`config.mk`:
```
export PLATFORM = sky130hd
export DESIGN_NAME = psg_ctrl
export DESIGN_NICKNAME = d
export VERILOG_FILES = /design/src/sv/psg_pkg.sv /design/src/sv/psg_ctrl.sv
export SDC_FILE = /design/constraint.sdc
export NUM_CORES = 1
export LEC_CHECK = 0
export BUFFER_PORTS_ARGS = -buffer_cell sky130_fd_sc_hd__buf_2
export CORE_AREA = 10 10 47 49
export DETAILED_ROUTE_END_ITERATION = 8
export DIE_AREA = 0 0 57 59
export PLACE_DENSITY = 0.53
export SETUP_SLACK_MARGIN = 0.02
export SYNTH_ARGS = -nofsm -noshare
export SYNTH_HDL_FRONTEND = slang
export SYNTH_SLANG_ARGS = --single-unit
```
`constraint.sdc`:
```
create_clock -name clk -period 1.6 [get_ports clk]
set_input_delay 0.16 -clock clk [delete_from_list [all_inputs] [get_ports clk]]
set_output_delay 0.16 -clock clk [all_outputs]
set_load 0.02 [all_outputs]
```
`src/sv/psg_pkg.sv`:
```
// ----------------------------------------------------------------------------
// Prime sieve generator package
// Shared constants, state encoding and the command and status bundles that
// pass between the controller and the datapath.
// ----------------------------------------------------------------------------
package psg_pkg;

    localparam int PRIME_COUNT_W = 16;
    localparam int SIEVE_LIMIT_W = 17;
    localparam int CFG_DATA_W    = 17;
    localparam int CFG_INDEX_W   = 1;
    localparam int PRIME_W       = 16;
    localparam int INDEX_W       = 16;

    localparam int ROW_W = 32;
    localparam int BIT_W = 5;

    localparam logic [CFG_INDEX_W-1:0] CFG_PRIME_COUNT = 1'd0;
    localparam logic [CFG_INDEX_W-1:0] CFG_SIEVE_LIMIT = 1'd1;

    localparam logic [PRIME_COUNT_W-1:0] PRIME_COUNT_RESET = 16'd1024;
    localparam logic [SIEVE_LIMIT_W-1:0] SIEVE_LIMIT_RESET = 17'd65536;

    typedef enum logic [2:0] {
        ST_CLEAR,
        ST_IDLE,
        ST_CHECK,
        ST_SCAN,
        ST_SQUARE,
        ST_MARK_RD,
        ST_MARK_WR
    } state_t;

    typedef struct packed {
        logic clr_start;
        logic clr_step;
        logic rd_cand;
        logic cand_inc;
        logic take_prime;
        logic emit_done;
        logic square;
        logic rd_k;
        logic wr_k;
        logic cand_next;
    } dp_cmd_t;

    typedef struct packed {
        logic clr_last;
        logic found_ge_count;
        logic cand_ge_limit;
        logic bit_marked;
        logic k_ge_limit;
        logic out_free;
    } dp_status_t;

endpackage

```
`src/sv/psg_ctrl.sv`:
```
// ----------------------------------------------------------------------------
// Prime sieve generator controller
// Sequences the clearing sweep, the candidate scan and the marking loop.
// ----------------------------------------------------------------------------
module psg_ctrl
    import psg_pkg::*;
(
    input  logic       clk,
    input  logic       rst_n,
    input  logic       in_valid,
    output logic       in_ready,
    input  logic       restart,
    input  dp_status_t status,
    output dp_cmd_t    cmd
);

    state_t state_reg;
    state_t state_next;
    logic   restart_pend_reg;
    logic   restart_pend_next;

    always_ff @(posedge clk or negedge rst_n)
    begin
        if (!rst_n)
        begin
            state_reg        <= ST_CLEAR;
            restart_pend_reg <= 1'b0;
        end
        else
        begin
            state_reg        <= state_next;
            restart_pend_reg <= restart_pend_next;
        end
    end

    always_comb
    begin
        state_next        = state_reg;
        restart_pend_next = restart_pend_reg;
        cmd               = '0;
        in_ready          = 1'b0;
        unique case (state_reg)
            ST_CLEAR:
            begin
                cmd.clr_step = 1'b1;
                if (status.clr_last)
                begin
                    restart_pend_next = 1'b0;
                    state_next        = restart_pend_reg ? ST_CHECK : ST_IDLE;
                end
            end
            ST_IDLE:
            begin
                in_ready = 1'b1;
                if (in_valid)
                begin
                    if (restart)
                    begin
                        cmd.clr_start     = 1'b1;
                        restart_pend_next = 1'b1;
                        state_next        = ST_CLEAR;
                    end
                    else
                    begin
                        state_next = ST_CHECK;
                    end
                end
            end
            ST_CHECK:
            begin
                if (status.found_ge_count || status.cand_ge_limit)
                begin
                    if (status.out_free)
                    begin
                        cmd.emit_done = 1'b1;
                        state_next    = ST_IDLE;
                    end
                end
                else
                begin
                    cmd.rd_cand = 1'b1;
                    state_next  = ST_SCAN;
                end
            end
            ST_SCAN:
            begin
                if (status.bit_marked)
                begin
                    cmd.cand_inc = 1'b1;
                    state_next   = ST_CHECK;
                end
                else if (status.out_free)
                begin
                    cmd.take_prime = 1'b1;
                    state_next     = ST_SQUARE;
                end
            end
            ST_SQUARE:
            begin
                cmd.square = 1'b1;
                state_next = ST_MARK_RD;
            end
            ST_MARK_RD:
            begin
                if (status.k_ge_limit)
                begin
                    cmd.cand_next = 1'b1;
                    state_next    = ST_IDLE;
                end
                else
                begin
                    cmd.rd_k   = 1'b1;
                    state_next = ST_MARK_WR;
                end
            end
            ST_MARK_WR:
            begin
                cmd.wr_k   = 1'b1;
                state_next = ST_MARK_RD;
            end
            default:
            begin
                state_next = ST_CLEAR;
            end
        endcase
    end

endmodule

```
==> flow_summary.toml, run 1 <==
[floorplan]
die_height_um = 59
die-area_um2 = 3363
rows = 14
initial_utilization_pct = 28.57
design.core.area_um2 = 1401
io-pin-count = 21
die_x_um = 57

[placement]
dp_cells = 85
place.detailed.hpwl_um = 949
placement.io_buffers = 20
detailedPlace.worstSlack_ns = 0.1452
gp_routability_congestion = 0.6837

[cells_and_area]
post-route-util_pct = 39.46
drive_above_1_share_pct = 43.84
antenna_cells = 0
largest_register_ffs = 3
num-nets-final = 85
layout.cells.non_filler = 89
flow.area_growth_from_synthesis_pct = 38.12
most-common-layout-cells = "20 x buf_2, 5 x nand2_1, 5 x nor2_1, 4 x a21oi_1"
final_common_cell = "buf_2"

[job]
cap_viol_max_count = 0

[worst_hold_path]
hp-class = "in2reg"

[clocking]
clk-insertion-delay-late_ns = 0.23
numClockSinks = 4
cts_made_buffers = 3
maximum_count_of_clock_buffers_along_a_single_path = 2
cts_tree = "yes"
ctsRootBufferMaster = "clkbuf_4"
htreeDepth = 1
clk_transition_reported_paths_ns = 0.04
postCtsSetupBuffers = 0

[synth]
synth_largest_type_area_fraction_pct = 25.00
postSynthCellCount = 50
synthDominantAreaCellType = "dfrtp_1"
share_of_the_yosys_chip_area_belonging_to_registers_pct = 25.00
syn-num-nets = 60
synthesis.area_per_instance_um2 = 8.008
yosys.cell_types.count = 25
synth.top_cells.by_area = "dfrtp_1 25%, nor2_1 5.6%, o31ai_4 5.3%"
synthesis_warnings = 0
syn_area_um2 = 400.4
postSynthRegisterBits = 4

[timing]
rsz0062_at_grt = "false"
tns_ns = 0
slew_viol_final = 0
final.period_utilization_pct = 93.22
fin_skew_ns = 0.003200
worstMarginPinSlew_ns = 0.2614
report.final.hold_viol_count = 0
final.min_clock_period_ns = 1.492
fin_worst_hold_slack_ns = 0.2181
clock.fmax_mhz = 670.5
finalSetupViolations = 0
slew_headroom_pct = 82.57
postLayoutSetupSlackWorst_ns = 0.1085

[pwr]
power_leakage_nw = 0.2786
power_density_nw_per_um2 = 1941
max-vdd-ir-drop_v = 0.0006818

[worst_setup_path]
timing.critical_path.cells = "buf_4 -> nor4bb_1 -> buf_2"
worst_path_max_delay_cell = "dfrtp_2"
worstPathArrival_ns = 1.33
endpoint_kind = "primary output"
timing.setup.critical_path_class = "reg2out"
cp-start-kind = "flop"
top_fanout_value_on_the_critical_path = 13
cp_slowest_stage_delay_ns = 0.51
crit_required_ns = 1.44

[global_route]
grtUsageMet2_pct = 10.54
globalRoute.busiestLayer = "met2"
first_global_vias = 455
pin_count_of_the_biggest_net_entering_global_routing = 14
groute.usage.overall_pct = 7.353
globalRouteOverflowTotal = 0
met1_usage_pct = 8.571
met3_usage_pct = 3.863
global_route_wire_length_before_repair_um = 2021
antenna_found_initial = 0

[detailed_routing]
first_iter_violations = 5
post_drt_wl_per_cell_um = 13.61
routed-via-count = 436
postRouteWirelength_um = 1211
ant_nets = 0
drt_first_pass_iters = 4
detail_route.vias_per_cell = 4.899
drc_errors = 0

[outcome]
status = "complete, no violations"
==> stage by stage <==
| step | power, mW | instance area [um^2] |
|---|---|---|
| floorplan | 0.7617 | 400.4 |
| global placement | 0.9285 | 516.7 |
| detailed placement | 0.9375 | 516.7 |
| CTS | 1.074 | 550.5 |
| global route | 1.180 | 553.0 |
| finish | 1.074 | 553.0 |
==> cells by family (layout without fill, tap and decap cells) <==
group	count (synthesis)	in the layout	synth area share, %
AO/OA/AOI/OAI	11	11	22.19
buffers and inverters	6	29	8.437
flip-flops	4	4	25.00
multiplexers	3	3	8.749
AND/OR/NAND/NOR	26	26	35.63
==> worst max-delay path, delay by kind of cell, from the launching register on <==
family        cells  cell delay, ns
flops             1            0.51
buf+inv           2            0.40
simple gates      1            0.19
==> synthesized netlist by cell type <==
| master | instances |
|---|---|
| dfrtp_1 | 4 |
| a21oi_1 | 4 |
| o31ai_2 | 1 |
| nand2b_1 | 2 |
| nor4_1 | 3 |
| o21ai_0 | 1 |
| inv_1 | 2 |
| a2bb2oi_1 | 1 |
| nor2_1 | 6 |
| a211oi_1 | 1 |
| a31oi_1 | 1 |
| o21bai_1 | 1 |
| buf_2 | 3 |
| mux2i_1 | 2 |
| nor3_1 | 3 |
| nand2_2 | 1 |
| mux2_4 | 1 |
| and2_1 | 1 |
| buf_6 | 1 |
| and4_1 | 1 |
| nor3b_1 | 1 |
| and3_1 | 1 |
| o31ai_4 | 1 |
| nand2_1 | 5 |
| nor4bb_1 | 2 |
==> cell type report <==
type	count	area (um^2)
repair buffers	24	132.6
inverters	2	7.507
fillers	179	848.3
multi-input cells	40	269.0
flip-flops and latches	4	101.3
clock buffers	3	22.52
well taps	16	20.02
==> path summary, 6_finish.rpt <==
| path | start | endpoint | slack [ns] | depth (start not counted) |
|---|---|---|---|---|
| min in group asynchronous | rst_n | state_reg[1]$_DFFE_PN0P_ | 0.26 | 2 |
| hold reg to reg | state_reg[1]$_DFFE_PN0P_ | state_reg[1]$_DFFE_PN0P_ | 0.52 | 1 |
| setup / recovery | state_reg[0]$_DFFE_PN0P_ | cmd[2] | 0.11 | 3 |
| max in group asynchronous | rst_n | state_reg[0]$_DFFE_PN0P_ | 1.21 | 2 |
| hold / removal | status[0] | state_reg[2]$_DFFE_PN0P_ | 0.22 | 3 |
| setup reg to reg | state_reg[0]$_DFFE_PN0P_ | state_reg[0]$_DFFE_PN0P_ | 0.24 | 4 |
==> timing repair <==
action,CTS,global route
hold endpoints to repair,4,0
resized for setup,1,1
endpoints found under the setup margin,1,1
pin swaps,0,0
hold buffers,1,0
==> routing by layer <==
metal / share of wire (%) / up-vias
met2: 42 / 18
met1: 49 / 190
met5: 0 / -
met3: 9.1 / 0
met4: 0 / 0
li1: - / 228
==> power breakdown <==
part	switching (mW)	internal, mW
Clock	0.0406	0.0839
Combinational	0.389	0.313
Sequential	0.0935	0.154
Total	0.523	0.551
No activity file was read; power rests on OpenSTA's default activity.
==> run 2, diff against run 1 <==
--- a/config.mk
+++ b/config.mk
@@ -10,6 +10,7 @@
 export DETAILED_ROUTE_END_ITERATION = 8
 export DIE_AREA = 0 0 57 59
 export PLACE_DENSITY = 0.53
+export RECOVER_POWER = 50
 export SETUP_SLACK_MARGIN = 0.02
 export SYNTH_ARGS = -nofsm -noshare
 export SYNTH_HDL_FRONTEND = slang
==> run 2 against run 1 <==
Net effect:
- count of clock-buffer cells in the layout unchanged
- clock skew down 0.00051 ns
- largest power group unchanged
- clock power about the same
- final cell count unchanged
==> flow_summary.toml, run 2 (synthesis gave the netlist of run 1 again) <==
[pwr]
netSwitchingPower_mw = 0.5156
intPower_mw = 0.5412
seq_power_share_pct = 23.4
fraction_of_power_spent_switching_nets_pct = 48.78
power_leakage_nw = 0.2706
power_density_nw_per_um2 = 1937
max-vdd-ir-drop_v = 0.0006656
power_frac_clock_pct = 11.7
post-layout-total-power_mw = 1.057
combinationalPowerShare_pct = 64.8

[timing]
slew_viol_final = 0
final.min_clock_period_ns = 1.490
finalSetupViolations = 0
fin_skew_ns = 0.002692
clock.fmax_mhz = 670.9
final.period_utilization_pct = 93.15
worstMarginPinSlew_ns = 0.2842
postLayoutSetupSlackWorst_ns = 0.1096
report.final.hold_viol_count = 0
tns_ns = 0
rsz0062_at_grt = "false"
slew_headroom_pct = 80.89
fin_worst_hold_slack_ns = 0.2100

[detailed_routing]
routed-via-count = 433
drc_errors = 0
first_iter_violations = 5
detail_route.vias_per_cell = 4.865
postRouteWirelength_um = 1208
ant_nets = 0
drt_first_pass_iters = 4
post_drt_wl_per_cell_um = 13.57

[worst_setup_path]
cp_endpoint = "cmd[2]"
timing.setup.critical_path_class = "reg2out"
worst_path_max_delay_cell = "dfrtp_2"
worstPathArrival_ns = 1.33
cp_slowest_stage_delay_ns = 0.51
timing.critical_path.cells = "buf_4 -> nor4bb_1 -> buf_2"
crit_required_ns = 1.44
cp-start-kind = "flop"
top_fanout_value_on_the_critical_path = 13
regToRegSetupSlack_ns = 0.18
endpoint_kind = "primary output"
reg2reg_to = "state_reg[0]$_DFFE_PN0P_"
timing.reg2reg.worst_path_depth = 4
worstSetupStartpoint = "state_reg[0]$_DFFE_PN0P_"
r2r-start = "state_reg[0]$_DFFE_PN0P_"

[placement]
gp_routability_congestion = 0.6837
detailedPlace.worstSlack_ns = 0.1452
place.detailed.hpwl_um = 949
dp_cells = 85
placement.io_buffers = 20
placement.cell_area_um2 = 516.7

[cells_and_area]
largest_register_ffs = 3
num-nets-final = 85
drive_above_1_share_pct = 39.73
final_area_um2 = 545.5
most-common-layout-cells = "18 x buf_2, 5 x nand2_1, 5 x nor2_1, 4 x a21oi_1"
antenna_cells = 0
layout.cells.non_filler = 89
post-route-util_pct = 38.93
final_common_cell = "buf_2"
flow.area_growth_from_synthesis_pct = 36.25

[floorplan]
die_x_um = 57
die_height_um = 59
die-area_um2 = 3363
io-pin-count = 21
initial_utilization_pct = 28.57
rows = 14
design.core.area_um2 = 1401

[clocking]
htreeDepth = 1
postCtsSetupBuffers = 0
ctsRootBufferMaster = "clkbuf_4"
maximum_count_of_clock_buffers_along_a_single_path = 2
cts_tree = "yes"
clk-insertion-delay-late_ns = 0.23
clk_transition_reported_paths_ns = 0.04
cts_made_buffers = 3
numClockSinks = 4

[outcome]
status = "complete, no violations"

[global_route]
pin_count_of_the_biggest_net_entering_global_routing = 14
first_global_vias = 455
globalRouteOverflowTotal = 0
groute.usage.overall_pct = 7.353
antenna_found_initial = 0
global_route_wire_length_before_repair_um = 2021

[job]
cap_viol_max_count = 0

[worst_hold_path]
hp-class = "in2reg"
## run 2: layout make-up
cell class                 instances  area (um^2)
fill                             179        855.8
multi-input combinational         40        264.0
timing repair buffer              24        130.1
sequential                         4        101.3
clock buffer                       3        22.52
tap                               16        20.02
inverter                           2        7.507
## run 2: power by group through the flow
stage,logic [mW],clock network (mW),registers [mW]
finish,0.685,0.124,0.248
global route,0.768,0.137,0.260
CTS,0.706,0.127,0.242
detailed placement,0.699,0,0.239
global placement,0.691,0,0.238
floorplan,0.580,0,0.182
## run 2: routing by layer
layer / up-vias / track usage [%] / part of all wire, %
li1: 228 / - / -
met5: - / 0 / 0
met2: 18 / 10.54 / 42
met4: 0 / 4.027 / 0
met1: 187 / 8.571 / 49
met3: 0 / 3.863 / 8.5
## run 2: how the worst min path moves through the flow
stage | cells past startpoint | start | endpoint | slack (ns)
after floorplan | 0 | rst_n | restart_pend_reg$_DFFE_PN0P_ | -0.14
after global placement | 1 | rst_n | state_reg[1]$_DFFE_PN0P_ | -0.03
after detailed placement | 1 | rst_n | state_reg[1]$_DFFE_PN0P_ | -0.03
after CTS | 3 | status[0] | state_reg[2]$_DFFE_PN0P_ | 0.22
after global routing | 3 | status[0] | state_reg[2]$_DFFE_PN0P_ | 0.25
final | 3 | status[0] | state_reg[2]$_DFFE_PN0P_ | 0.21
## run 2: worst max-delay path, delay by kind of cell (launching register included)
| kind | cells | cell delay, ns |
|---|---|---|
| flip-flops | 1 | 0.51 |
| buffers and inverters | 2 | 0.40 |
| AND/OR/NAND/NOR | 1 | 0.19 |
## run 2: timing repair
item                                   4_1_cts  5_1_grt
hold buffers                                 1        0
resized for setup                            1        1
endpoints found under the hold margin        4        0
setup endpoints to repair                    1        1
